### config.mk
export PLATFORM = sky130hd
export DESIGN_NAME = unbiased_bounded_random
export DESIGN_NICKNAME = d
export VERILOG_FILES = /design/src/sv/ubr_pkg.sv /design/src/sv/ubr_dp.sv /design/src/sv/ubr_ctrl.sv /design/src/sv/unbiased_bounded_random.sv
export SDC_FILE = /design/constraint.sdc
export NUM_CORES = 1
export LEC_CHECK = 0
export ABC_AREA = 1
export BUFFER_PORTS_ARGS = -buffer_cell sky130_fd_sc_hd__buf_2
export CAP_MARGIN = 40
export CORE_ASPECT_RATIO = 2
export CORE_UTILIZATION = 50
export DETAILED_ROUTE_END_ITERATION = 7
export PLACE_DENSITY = 0.71
export REMOVE_ABC_BUFFERS = 1
export SLEW_MARGIN = 20
export SYNTH_ARGS = -nofsm -noshare
export SYNTH_HDL_FRONTEND = slang
export SYNTH_HIERARCHICAL = 1
export SYNTH_SLANG_ARGS = --single-unit
### constraint.sdc
create_clock -name clk -period 6.95 [get_ports clk]
set_clock_uncertainty 0.1 [all_clocks]
set_input_delay 0.3475 -clock clk [delete_from_list [all_inputs] [get_ports clk]]
set_output_delay 0.3475 -clock clk [all_outputs]
set_load 0.02 [all_outputs]
### src/sv/ubr_pkg.sv
// Shared constants and controller/datapath interface types for the
// unbiased bounded random block. No dependencies.
`timescale 1ns / 1ps
`default_nettype none

package ubr_pkg;

  // Bits of each entropy word that take part in a draw.
  localparam int DRAW_BITS = 64;
  // Width of the bit counter in the remainder unit.
  localparam int CNT_W     = $clog2(DRAW_BITS);
  // Span of a range: 1 .. 2^32.
  localparam int SPAN_W    = 33;
  localparam logic [31:0] INT_MAX = 32'h7FFF_FFFF;

  localparam logic OP_REQUEST = 1'b0;
  localparam logic OP_ENTROPY = 1'b1;

  localparam logic [1:0] MODE_FULL  = 2'd0;
  localparam logic [1:0] MODE_BELOW = 2'd1;
  localparam logic [1:0] MODE_RANGE = 2'd2;

  localparam logic STATUS_OK  = 1'b0;
  localparam logic STATUS_BAD = 1'b1;

  // Commands from the controller to the datapath.
  typedef struct packed {
    logic capture_req;  // store span/offset, start remainder of the draw mask
    logic start_draw;   // start remainder of the entropy word
    logic step;         // one remainder step
    logic commit_thr;   // store threshold, mark the request pending
    logic latch_bad;    // stage a bad-argument result, drop the request
    logic latch_val;    // stage a value result, drop the request
    logic out_load;     // move the staged result into the output register
  } ubr_cmd_t;

  // Status from the datapath to the controller.
  typedef struct packed {
    logic req_bad;   // request on the input ports has bad arguments
    logic draw_ok;   // entropy word on the input ports passes the threshold
    logic div_last;  // remainder unit is on its final step
  } ubr_sts_t;

endpackage

`default_nettype wire

### src/sv/ubr_dp.sv
// Datapath: request decode, stored range, bit-serial remainder unit and
// result/output registers. Depends on ubr_pkg.
`timescale 1ns / 1ps
`default_nettype none

module ubr_dp (
  input  wire logic                          clk,
  input  wire logic                          rst,
  input  wire logic [1:0]                    mode,
  input  wire logic signed [31:0]            first_arg,
  input  wire logic signed [31:0]            second_arg,
  input  wire logic [63:0]                   entropy_word,
  input  wire ubr_pkg::ubr_cmd_t             cmd,
  output ubr_pkg::ubr_sts_t                  sts,
  output logic                               status,
  output logic signed [31:0]                 value
);

  logic                                  pending;
  logic [ubr_pkg::SPAN_W-1:0]            span;
  logic [31:0]                           threshold;
  logic [31:0]                           offset;
  logic [ubr_pkg::SPAN_W-1:0]            rem;
  logic [ubr_pkg::DRAW_BITS-1:0]         dividend;
  logic [ubr_pkg::CNT_W-1:0]             cnt;
  logic                                  res_status;
  logic [31:0]                           res_value;

  logic [ubr_pkg::SPAN_W-1:0]            req_span;
  logic [31:0]                           req_offset;
  logic                                  req_bad;
  logic signed [32:0]                    diff;
  logic [ubr_pkg::DRAW_BITS-1:0]         word;
  logic [ubr_pkg::SPAN_W:0]              trial;
  logic [ubr_pkg::SPAN_W:0]              trial_sub;
  logic [ubr_pkg::SPAN_W-1:0]            rem_next;
  logic [ubr_pkg::SPAN_W-1:0]            rem_inc;

  // Decode the request on the ports.
  always_comb begin
    diff       = 33'(second_arg) - 33'(first_arg);
    req_span   = '0;
    req_offset = '0;
    req_bad    = 1'b0;
    case (mode)
      ubr_pkg::MODE_FULL: begin
        req_span = ubr_pkg::SPAN_W'(ubr_pkg::INT_MAX) + 1'b1;
      end
      ubr_pkg::MODE_BELOW: begin
        req_bad  = (first_arg <= 0);
        req_span = ubr_pkg::SPAN_W'(unsigned'(first_arg));
      end
      ubr_pkg::MODE_RANGE: begin
        req_bad    = (second_arg < first_arg);
        req_span   = unsigned'(diff) + 1'b1;
        req_offset = first_arg;
      end
      default: begin
        req_bad = 1'b1;
      end
    endcase
  end

  assign word = entropy_word[ubr_pkg::DRAW_BITS-1:0];

  // One restoring remainder step: shift in the next dividend bit.
  always_comb begin
    trial     = {rem, dividend[ubr_pkg::DRAW_BITS-1]};
    trial_sub = trial - {1'b0, span};
    rem_next  = (trial >= {1'b0, span}) ? trial_sub[ubr_pkg::SPAN_W-1:0]
                                        : trial[ubr_pkg::SPAN_W-1:0];
    rem_inc   = rem + 1'b1;
  end

  assign sts.req_bad  = req_bad;
  assign sts.draw_ok  = pending && (word >= ubr_pkg::DRAW_BITS'(threshold));
  assign sts.div_last = (cnt == ubr_pkg::CNT_W'(ubr_pkg::DRAW_BITS - 1));

  always_ff @(posedge clk) begin
    if (rst) begin
      pending <= 1'b0;
    end else if (cmd.commit_thr) begin
      pending <= 1'b1;
    end else if (cmd.latch_bad || cmd.latch_val) begin
      pending <= 1'b0;
    end
  end

  always_ff @(posedge clk) begin
    if (cmd.capture_req) begin
      span     <= req_span;
      offset   <= req_offset;
      dividend <= '1;
      rem      <= '0;
      cnt      <= '0;
    end else if (cmd.start_draw) begin
      dividend <= word;
      rem      <= '0;
      cnt      <= '0;
    end else if (cmd.step) begin
      dividend <= dividend << 1;
      rem      <= rem_next;
      cnt      <= cnt + 1'b1;
    end
    // 2^DRAW_BITS mod span = ((mask mod span) + 1) mod span.
    if (cmd.commit_thr) begin
      threshold <= (rem_inc == span) ? 32'd0 : rem_inc[31:0];
    end
    if (cmd.latch_bad) begin
      res_status <= ubr_pkg::STATUS_BAD;
      res_value  <= '0;
    end else if (cmd.latch_val) begin
      res_status <= ubr_pkg::STATUS_OK;
      res_value  <= offset + rem[31:0];
    end
    if (cmd.out_load) begin
      status <= res_status;
      value  <= res_value;
    end
  end

endmodule

`default_nettype wire

### src/sv/ubr_ctrl.sv
// Controller: sequences requests, draws and the output handshake.
// Depends on ubr_pkg.
`timescale 1ns / 1ps
`default_nettype none

module ubr_ctrl (
  input  wire logic              clk,
  input  wire logic              rst,
  input  wire logic              in_valid,
  output logic                   in_stall,
  input  wire logic              opcode,
  output logic                   out_valid,
  input  wire logic              out_stall,
  input  wire ubr_pkg::ubr_sts_t sts,
  output ubr_pkg::ubr_cmd_t      cmd
);

  typedef enum logic [3:0] {
    ST_IDLE = 4'b0001,
    ST_DIV  = 4'b0010,
    ST_FIN  = 4'b0100,
    ST_EMIT = 4'b1000
  } state_t;

  state_t state;
  state_t state_next;
  logic   div_draw;
  logic   div_draw_next;
  logic   in_take;
  logic   out_free;

  assign in_stall = (state != ST_IDLE);
  assign in_take  = in_valid && !in_stall;
  assign out_free = !out_valid || !out_stall;

  always_comb begin
    cmd           = '0;
    state_next    = state;
    div_draw_next = div_draw;
    case (state)
      ST_IDLE: begin
        if (in_take) begin
          if (opcode == ubr_pkg::OP_REQUEST) begin
            if (sts.req_bad) begin
              cmd.latch_bad = 1'b1;
              state_next    = ST_EMIT;
            end else begin
              cmd.capture_req = 1'b1;
              div_draw_next   = 1'b0;
              state_next      = ST_DIV;
            end
          end else if (sts.draw_ok) begin
            cmd.start_draw = 1'b1;
            div_draw_next  = 1'b1;
            state_next     = ST_DIV;
          end
        end
      end
      ST_DIV: begin
        cmd.step = 1'b1;
        if (sts.div_last) begin
          state_next = ST_FIN;
        end
      end
      ST_FIN: begin
        if (div_draw) begin
          cmd.latch_val = 1'b1;
          state_next    = ST_EMIT;
        end else begin
          cmd.commit_thr = 1'b1;
          state_next     = ST_IDLE;
        end
      end
      ST_EMIT: begin
        if (out_free) begin
          cmd.out_load = 1'b1;
          state_next   = ST_IDLE;
        end
      end
      default: begin
        state_next = ST_IDLE;
      end
    endcase
  end

  always_ff @(posedge clk) begin
    if (rst) begin
      state     <= ST_IDLE;
      div_draw  <= 1'b0;
      out_valid <= 1'b0;
    end else begin
      state    <= state_next;
      div_draw <= div_draw_next;
      if (cmd.out_load) begin
        out_valid <= 1'b1;
      end else if (!out_stall) begin
        out_valid <= 1'b0;
      end
    end
  end

endmodule

`default_nettype wire

### src/sv/unbiased_bounded_random.sv
// Top level of the unbiased bounded random block: joins the controller
// and the datapath. Depends on ubr_pkg, ubr_ctrl and ubr_dp.
//
// Usage:
//   The input channel (in_valid/in_stall) carries two kinds of request.
//   opcode 0 is a new range request (mode, first_arg, second_arg); opcode 1
//   delivers a 64-bit entropy_word. A request is taken when in_valid is
//   high and in_stall is low; in_stall is high whenever the block is busy.
//   A good range request stores the span and offset and computes the
//   rejection threshold with one load, 64 remainder steps and one
//   commit; it produces no result. A bad range request produces a result
//   with status 1 and value 0, staged when it is taken and then moved to
//   the output register. An entropy word with no pending range, or below
//   the threshold, is dropped in the cycle it is taken. An accepted word
//   runs through the same 64-step remainder unit, one dividend bit per
//   cycle, before its result is staged and moved to the output register.
//   The output channel (out_valid/out_stall) holds status and value in a
//   register; while the receiver stalls the result holds, and the block
//   waits with a new result until the register frees up, but still takes
//   a request as soon as the staged result has moved out.
//   Reset (rst, synchronous) clears the pending range and the handshake
//   state; no result is valid after reset.
`timescale 1ns / 1ps
`default_nettype none

module unbiased_bounded_random (
  input  wire logic               clk,
  input  wire logic               rst,
  input  wire logic               in_valid,
  output logic                    in_stall,
  input  wire logic               opcode,
  input  wire logic [1:0]         mode,
  input  wire logic signed [31:0] first_arg,
  input  wire logic signed [31:0] second_arg,
  input  wire logic [63:0]        entropy_word,
  output logic                    out_valid,
  input  wire logic               out_stall,
  output logic                    status,
  output logic signed [31:0]      value
);

  ubr_pkg::ubr_cmd_t cmd;
  ubr_pkg::ubr_sts_t sts;

  // Sequence requests and the output handshake.
  ubr_ctrl u_ctrl (
    .clk       (clk),
    .rst       (rst),
    .in_valid  (in_valid),
    .in_stall  (in_stall),
    .opcode    (opcode),
    .out_valid (out_valid),
    .out_stall (out_stall),
    .sts       (sts),
    .cmd       (cmd)
  );

  // Hold the range, run the remainder unit, stage and drive the result.
  ubr_dp u_dp (
    .clk          (clk),
    .rst          (rst),
    .mode         (mode),
    .first_arg    (first_arg),
    .second_arg   (second_arg),
    .entropy_word (entropy_word),
    .cmd          (cmd),
    .sts          (sts),
    .status       (status),
    .value        (value)
  );

endmodule

`default_nettype wire

==> qor.csv, run 1 <==
metric;value;unit
outcome;completed;
insertion delay to the later sink of the worst-skew pair;570;ps
Die Ht;283;um
Crit. End Element;flop;
most used cell, CP;inv_1;
Core ar.;0.0388;mm2
fin util;58.0;%
final antenna-violating net count;0;
Root Buffer;clkbuf_16;
YS warnings;6;
Pins Over Slew Limit;0;
CP peak stage delay;760;ps
crit path cell chain;buf_2 > nor4_2 > nand4_1 > nor4_1 > o21ai_0 > nand2_1 > inv_1 > nor2_1 > inv_1 > nand2_2 > nor2_2 > nand2_1 > inv_1 > buf_4 > nor2_2 > buf_4 > inv_1 > buf_4 > o22ai_1 > o21ai_0;
CP startpoint kind;primary input;
min-delay src;entropy_word[59];
RSZ-0062 raised after global routing;no;
H-tree Lvls;1;
Crit Path Category;primary input to flop;
Tcrit/Tclk final;61.8;%
most frequent cells in the layout;607 x nand2_1, 358 x inv_1, 350 x nor2_1;
reg-to-reg endpoint;u_dp/threshold[12]$_SDFFCE_PN0P_;
number of I/O port buffers;169;
GR Util met3;6.57;%
CP top delay family;simple AND/OR/NAND/NOR gates;
total track usage;38.7;%
Synth Instances;2773;
R2R cell count;14;
commonest non-fill, non-tap cell in the layout;nand2_1;
HP Class;primary input to flop;
Rows;102;
vias per cell;5.79;
Top FF cell, synth;dfxtp_1;
WL/cell;22.1;um
buffers plus inverters on the worst setup path;8;
Reg power frac;44.5;%
DRC violations left;0;
mapped cell area;0.0198;mm2
first-pass GRT wire length;116;mm
CTS tree;done;
Crit Reg-Reg Startpoint;u_dp/rem[1]$_SDFFE_PP0P_;
Worst Path Max Fanout;36;
Post-synth EDFFs;130;
Least-Margin Pin Slew;955;ps
RD Place Congestion;1.10;
register-to-register path setup slack;2730;ps
min Tclk post-route;4290;ps
max cap viols;0;
Critical Path RT;7230;ps
initial antenna violation count;1;
CP max stage cell;nor4_2;
Hold Crit Endpoint;u_dp/dividend[59]$_SDFFE_PP1P_;
final wirelength;77.4;mm
1st-pass router iterations;7;
share of cells above drive strength 1;9.81;%
WHS Path Cells;3;
nets;3283;
Post-CTS Setup Inserts;0;
Setup-failing EPs final;0;
Clock Power Share;32.4;%
Starting Density;51.0;%
Synth cell types;49;
asr flop ratio synth;0;%
fmax;0.233;GHz
TritonCTS buffer count;25;
VDD IR max;0.141;mV
met2 Use GR;73.5;%
setup tns final;0;ps
Avg Cell Area, Syn;7.13;um2
total grt overflow;0;
Hold Vio Cnt, Final;0;
clock tree buffer depth;3;
total power;4.60;mW
top-area cell type share of the netlist area;19.7;%
die width;143;um
switching power total;1.48;mW
starting DRC count in detailed routing;1242;
met1 Usage GRT;32.0;%
critical path arrival;4570;ps
GR peak layer;met2;
vias post-DR;20300;
Int Power;3.12;mW
die area;0.0404;mm2
largest net degree at the start of global routing;66;
CTS sink count;273;
Yosys reg bits;273;
Post-DP HPWL;62.9;mm
Logic pwr share;23.1;%
cell taking the most area after synthesis;edfxtp_1;
relative slew slack;35.8;%
Sw Share;32.2;%
largest cells by area after synthesis;edfxtp_1 20%, dfxtp_1 14%, nand2_1 12%;
sequential share of the synthesized area;34.2;%
final hold slack;17.2;ps
number of global-route vias before repair;21100;
IO Pins;170;
Worst-path clk slew;70;ps
Area growth syn-to-layout;13.8;%
Leak;10.5;nW
PwrDens;204;mW/mm2
worst min-delay path: cells and delay by family:
kind                   cells  cell delay [ps]
AOI/OAI and AO/OA          2              200
buffers and inverters      1               90
metal layers:
| layer | wire length, um | share of wire [%] | vias up |
|---|---|---|---|
| met3 | 4400 | 5.7 | 395 |
| li1 | - | - | 9642 |
| met4 | 9190 | 12 | 0 |
| met5 | 0 | 0 | - |
| met1 | 23400 | 30 | 9301 |
| met2 | 40400 | 52 | 958 |
per-stage QoR:
stage	instances	setup slack, ps	area [um2]
floorplan	2706	-3600	19500
global placement	3417	1930	21200
detailed placement	3421	2310	21200
CTS	3503	2890	22500
global route	3507	2600	22500
finish	3507	2660	22500
synthesized netlist by cell type (17+ instances only):
library cell	instances
clkbuf_1	50
dfxtp_1	143
nand3_1	192
nor2_1	354
a21oi_1	234
xor2_1	35
o21ai_0	175
inv_1	357
nand4_1	25
nand2_1	607
nor4_1	22
nor3_1	32
xnor2_1	20
edfxtp_1	130
ha_1	163
a22oi_1	28
o22ai_1	37
fa_1	17
state kept, by name, indices dropped and copies added (netlist names):
name,count
u_dp/cnt,6
u_dp/status,1
u_ctrl/out_valid,1
u_dp/pending,1
u_dp/value,32
u_dp/offset,32
u_ctrl/state,4
u_dp/rem,33
u_dp/threshold,32
u_ctrl/div_draw,1
u_dp/span,33
u_dp/res_value,32
u_dp/dividend,64
u_dp/res_status,1
kinds of logic after synthesis:
kind of cell	share of synthesized area, %
compound gates	15.4
flops	34.2
xor+xnor	2.52
simple gates	27.4
buf+inv	8.39
fa+ha+maj	12.0
area by class of cell:
type,instances,area [um2]
antenna,1,2.50
clock buffer,29,693
timing repair buffer,235,1460
fill,3801,16300
sequential,273,6770
clock inverter,16,184
tap,520,651
multi-input combinational,2069,11400
inverter,364,1370
what timing repair did:
action,4_1_cts,5_1_grt
endpoints found under the hold margin,40,0
gates resized for setup,0,0
hold buffers,37,0
power groups by stage:
stage	sequential (mW)	clock [mW]	combinational, mW
5_1_grt	2.06	1.57	1.17
6_report	2.04	1.49	1.06
2_1_floorplan	2.05	0	0.652
3_5_place_dp	2.07	0	1.01
3_3_place_gp	2.06	0	0.987
4_1_cts	2.04	1.51	1.04
worst max-delay path by stage:
stage / start / cells past startpoint / endpoint
finish: first_arg[29] / 20 / u_dp/dividend[43]$_SDFFE_PP1P_
global route: u_dp/rem[1]$_SDFFE_PP0P_ / 14 / u_dp/threshold[12]$_SDFFCE_PN0P_
CTS: first_arg[29] / 20 / u_dp/dividend[43]$_SDFFE_PP1P_
detailed placement: first_arg[29] / 20 / u_dp/dividend[43]$_SDFFE_PP1P_
global placement: first_arg[29] / 20 / u_dp/dividend[62]$_SDFFE_PP1P_
floorplan: first_arg[10] / 13 / u_dp/dividend[0]$_SDFFE_PP1P_
Power figures use the tool's default switching activity.
==> run 2: changes to the inputs <==
PLACE_DENSITY = 0.69   (was 0.71)
clock period = 4.1 ns   (was 6.95 ns; I/O delays follow)
==> qor.csv, run 2 (synthesized netlist as in run 1, its figures left out) <==
metric;value;unit
IO Pins;170;
number of global-route vias before repair;21400;
TritonCTS buffer count;24;
placed cell count;3444;
Area growth syn-to-layout;17.0;%
H-tree Lvls;1;
CP startpoint kind;primary input;
RD Place Congestion;1.07;
insertion delay to the later sink of the worst-skew pair;560;ps
total grt overflow;0;
RSZ-0062 raised after global routing;no;
Worst-path clk slew;70;ps
CP max stage cell;dlygate4sd3_1;
Critical Path RT;4430;ps
buffers plus inverters on the worst setup path;10;
wl on met1;24.4;mm
clock tree buffer depth;3;
biggest regs;u_dp/dividend: 64 flops, u_dp/rem: 33 flops, u_dp/span: 33 flops;
final antenna-violating net count;0;
Worst Path Max Fanout;32;
total track usage;40.4;%
Root Buffer;clkbuf_16;
1st-pass router iterations;6;
Leak;10.8;nW
HP Class;primary input to flop;
initial antenna violation count;4;
DRC violations left;0;
CP top delay family;buffers and inverters;
Post-DP HPWL;63.8;mm
register-to-register path setup slack;470;ps
Crit. Startpoint;first_arg[29];
R2R cell count;13;
PwrDens;335;mW/mm2
Crit. End Element;flop;
critical path arrival;4100;ps
Crit Reg-Reg Startpoint;u_dp/rem[1]$_SDFFE_PP0P_;
relative slew slack;40.6;%
commonest non-fill, non-tap cell in the layout;nand2_1;
dpl cell area;0.0215;mm2
Starting Density;51.0;%
number of I/O port buffers;169;
VDD IR max;0.246;mV
min Tclk post-route;3770;ps
CTS tree;done;
Core ar.;0.0388;mm2
nets;3350;
Rows;102;
reg-to-reg endpoint;u_dp/threshold[12]$_SDFFCE_PN0P_;
die area;0.0404;mm2
die width;143;um
largest net degree at the start of global routing;66;
total power;7.74;mW
Pins Over Slew Limit;0;
CTS sink count;273;
crit path cell chain;dlygate4sd3_1 > buf_2 > nor4_1 > buf_4 > nand4_1 > nor4_1 > buf_4 > o21ai_0 > buf_4 > nand2_1 > inv_1 > nor2_1 > inv_1 > nand2_2 > nor2_2 > nand2_1 > inv_1 > nor2_2 > inv_1 > buf_12 > o22ai_1 > o21ai_0;
WL/cell;22.5;um
Tcrit/Tclk final;91.9;%
post-CTS resize count;0;
max cap viols;0;
final wirelength;80.3;mm
metal2 WL;40.6;mm
fmax;0.265;GHz
DR WL met3;4.83;mm
Die Ht;283;um
Highest Signal Layer;met4;
post-route insts no fill;3576;
outcome;completed;
Hold Vio Cnt, Final;0;
starting DRC count in detailed routing;1223;
most used cell, CP;inv_1;
Biggest register;u_dp/dividend;
CP endpoint;u_dp/dividend[45]$_SDFFE_PP1P_;
max FFs per register;64;
Levels on crit path;22;
vias post-DR;20800;
vias per cell;5.81;
Crit Path Category;primary input to flop;
Setup-failing EPs final;0;
first-pass GRT wire length;121;mm
share of cells above drive strength 1;10.2;%
Layout fillers;3630;
most frequent cells in the layout;607 x nand2_1, 357 x inv_1, 350 x nor2_1;
Least-Margin Pin Slew;889;ps
CP peak stage delay;530;ps
design area;0.0231;mm2
## run 2: worst register-to-register path: cells and delay by family, from the launching register on
family,cells,cell delay (ps)
DFF,1,540
xor gates and xnor gates,1,450
buffers and inverters,1,200
and+or+nand+nor,10,1800
adders and majority gates,1,280
## run 2: stage by stage
| step | utilization, % | setup TNS, ps | setup WS [ps] | hold WS [ps] |
|---|---|---|---|---|
| global placement | 55.3 | 0 | 562 | 310 |
| floorplan | - | -802880 | -6300 | 174 |
| CTS | 59.6 | 0 | 521 | 1.32 |
| detailed placement | 55.3 | 0 | 509 | 313 |
| global route | 59.6 | 0 | 21.4 | 15.3 |
| finish | 59.6 | 0 | 331 | 18.5 |
## run 2: routing by layer
| metal | GRT usage [%] | vias to the layer above |
|---|---|---|
| li1 | - | 9811 |
| met1 | 34.6 | 9570 |
| met2 | 72.9 | 975 |
| met4 | 44.1 | 0 |
| met3 | 7.64 | 438 |
| met5 | 0.376 | - |
## run 2: timing repair
item	in CTS	in global routing
hold endpoints to repair	92	0
hold buffers	85	0
setup buffers	0	0
## run 2: worst min-delay path by stage
stage	startpoint	to	slack, ps	depth (start not counted)
after floorplan	rst	u_ctrl/div_draw$_SDFFE_PP0P_	170	1
after global placement	u_dp/res_value[18]$_SDFFE_PP0P_	u_dp/value[18]$_DFFE_PP_	310	0
after detailed placement	u_dp/res_value[18]$_SDFFE_PP0P_	u_dp/value[18]$_DFFE_PP_	310	0
after CTS	first_arg[21]	u_dp/offset[21]$_SDFFCE_PN0P_	1	3
after global routing	first_arg[31]	u_dp/offset[31]$_SDFFCE_PN0P_	20	3
final	first_arg[31]	u_dp/offset[31]$_SDFFCE_PN0P_	20	3
## run 2: where the power goes
part / total [mW] / internal, mW / switching (mW) / leakage (nW)
sequential: 3.48 / 3.23 / 0.249 / 2.35
combinational: 1.90 / 0.684 / 1.21 / 8.04
clock: 2.36 / 1.30 / 1.05 / 0.399
total: 7.74 / 5.22 / 2.51 / 10.8
## run 2: area by class of cell
| cell class | count | area (um2) | share of cell area, % |
|---|---|---|---|
| Antenna cell | 3 | 7.51 | 0.0325 |
| Clock buffer | 30 | 678 | 2.93 |
| Clock inverter | 14 | 131 | 0.568 |
| Inverter | 364 | 1370 | 5.91 |
| Multi-Input combinational cell | 2069 | 11400 | 49.1 |
| Sequential cell | 273 | 6770 | 29.3 |
| Tap cell | 520 | 651 | 2.81 |
| Timing Repair Buffer | 303 | 2160 | 9.36 |
==> run 3: changes to the inputs <==
CTS_CLUSTER_DIAMETER = 60   (was unset)
REMOVE_ABC_BUFFERS = unset   (was 1)
==> qor.csv, run 3 (synthesized netlist as in run 1, its figures left out) <==
metric;value;unit
outcome;completed;
total track usage;39.4;%
setup tns final;0;ps
Reg power frac;43.5;%
Mapped Nets;3088;
Crit Reg-Reg Startpoint;u_dp/rem[2]$_SDFFE_PP0P_;
biggest regs;u_dp/dividend: 64 flops, u_dp/rem: 33 flops, u_dp/span: 33 flops;
commonest non-fill, non-tap cell in the layout;nand2_1;
VDD IR max;0.251;mV
dpl ws;286;ps
Tcrit/Tclk final;94.5;%
min Tclk post-route;3880;ps
vias per cell;5.78;
register-to-register path setup slack;480;ps
largest net degree at the start of global routing;66;
Crit Path Category;primary input to flop;
design area;0.0234;mm2
1st-pass router iterations;5;
Int Power;5.42;mW
dpl cell area;0.0216;mm2
max cap viols;0;
Setup-failing EPs final;0;
fmax;0.258;GHz
final hold slack;15.8;ps
R2R cell count;10;
Sw Share;32.0;%
Core ar.;0.0388;mm2
ANT cells;0;
insertion delay to the later sink of the worst-skew pair;580;ps
Rows;102;
die area;0.0404;mm2
number of global-route vias before repair;21000;
Post-DP HPWL;62.9;mm
Clock Power Share;32.6;%
final antenna-violating net count;0;
first-pass GRT wire length;118;mm
starting DRC count in detailed routing;1320;
Biggest register;u_dp/dividend;
CP endpoint;u_dp/dividend[44]$_SDFFE_PP1P_;
max FFs per register;64;
number of I/O port buffers;169;
clock tree buffer depth;3;
Worst Path Max Fanout;33;
PnR worst setup slack;224;ps
Crit. End Element;flop;
IO Pins;170;
Pins Over Slew Limit;0;
critical path arrival;4170;ps
vias post-DR;20700;
total power;7.98;mW
reg-to-reg endpoint;u_dp/threshold[12]$_SDFFCE_PN0P_;
Area growth syn-to-layout;18.2;%
Logic pwr share;23.8;%
TritonCTS buffer count;25;
die width;143;um
WL/cell;22.2;um
Starting Density;51.0;%
RSZ-0062 raised after global routing;no;
min-delay src;first_arg[20];
Hold Vio Cnt, Final;0;
Layout fillers;3629;
switching power total;2.56;mW
total grt overflow;0;
PwrDens;342;mW/mm2
RD Place Congestion;1.09;
relative slew slack;46.5;%
Crit. Startpoint;first_arg[6];
share of cells above drive strength 1;10.9;%
Hold Buf Count CTS;89;
most frequent cells in the layout;607 x nand2_1, 356 x inv_1, 349 x nor2_1;
Post-CTS Setup Inserts;0;
final wirelength;79.5;mm
CTS tree;done;
nets;3359;
HP Class;primary input to flop;
Least-Margin Pin Slew;797;ps
Critical Path RT;4390;ps
Worst-path clk slew;70;ps
CTS sink count;273;
Root Buffer;clkbuf_16;
CP startpoint kind;primary input;
Leak;10.9;nW
initial antenna violation count;1;
Die Ht;283;um
H-tree Lvls;1;
post-CTS resize count;0;
DRC violations left;0;
[run 3: worst min-delay path by stage]
stage	end	cells after the start
after detailed placement	u_dp/value[17]$_DFFE_PP_	0
after floorplan	u_ctrl/div_draw$_SDFFE_PP0P_	1
after global placement	u_dp/value[1]$_DFFE_PP_	0
after global routing	u_dp/offset[13]$_SDFFCE_PN0P_	3
after CTS	u_dp/offset[20]$_SDFFCE_PN0P_	4
final	u_dp/offset[20]$_SDFFCE_PN0P_	4
[run 3: power groups by stage]
| stage | clock (mW) | combinational (mW) | sequential [mW] |
|---|---|---|---|
| after floorplan | 0 | 1.14 | 3.45 |
| after global placement | 0 | 1.71 | 3.51 |
| after detailed placement | 0 | 1.76 | 3.51 |
| after CTS | 2.62 | 1.83 | 3.46 |
| after global routing | 2.74 | 2.06 | 3.50 |
| final | 2.61 | 1.90 | 3.47 |
[run 3: critical path, stage by stage]
cell and delay [ps]:
dlygate4sd3_1 530, buf_2 110, inv_1 80, ha_1 250, fa_1 360, o21bai_1 160, o21ai_0 410, nand2_1 190
nand3_1 120, nand2_1 50, nand2_1 60, nand3_1 70, nand2_1 200, inv_1 70, nor2_1 130, inv_1 80
nand2_2 90, nor2_2 50, nand2_1 80, inv_1 130, nor2_2 150, inv_1 80, buf_12 170, nor2_1 160
o21ai_0 150
[run 3: metrics by stage]
stage	util, %	cells
after global placement	55.5	3445
after CTS	60.2	3582
final	60.2	3583
after detailed placement	55.6	3447
after floorplan	-	2773
after global routing	60.2	3583
[run 3: metal layers]
| layer | GRT usage [%] | vias up | wire length, um |
|---|---|---|---|
| li1 | - | 9814 | - |
| met1 | 34.1 | 9567 | 24800 |
| met2 | 73.4 | 921 | 41000 |
| met3 | 6.10 | 393 | 4300 |
| met4 | 39.5 | 0 | 9410 |
| met5 | 0.627 | - | 0 |
[run 3: layout make-up]
| class | count | area, um2 | area share, % |
|---|---|---|---|
| flip-flops and latches | 273 | 6770 | 29.0 |
| multi-input cells | 2069 | 11400 | 48.9 |
| inverters | 364 | 1370 | 5.86 |
| clock buffers | 34 | 752 | 3.22 |
| repair buffers | 311 | 2240 | 9.57 |
| well taps | 520 | 651 | 2.78 |
| clock inverters | 12 | 164 | 0.701 |
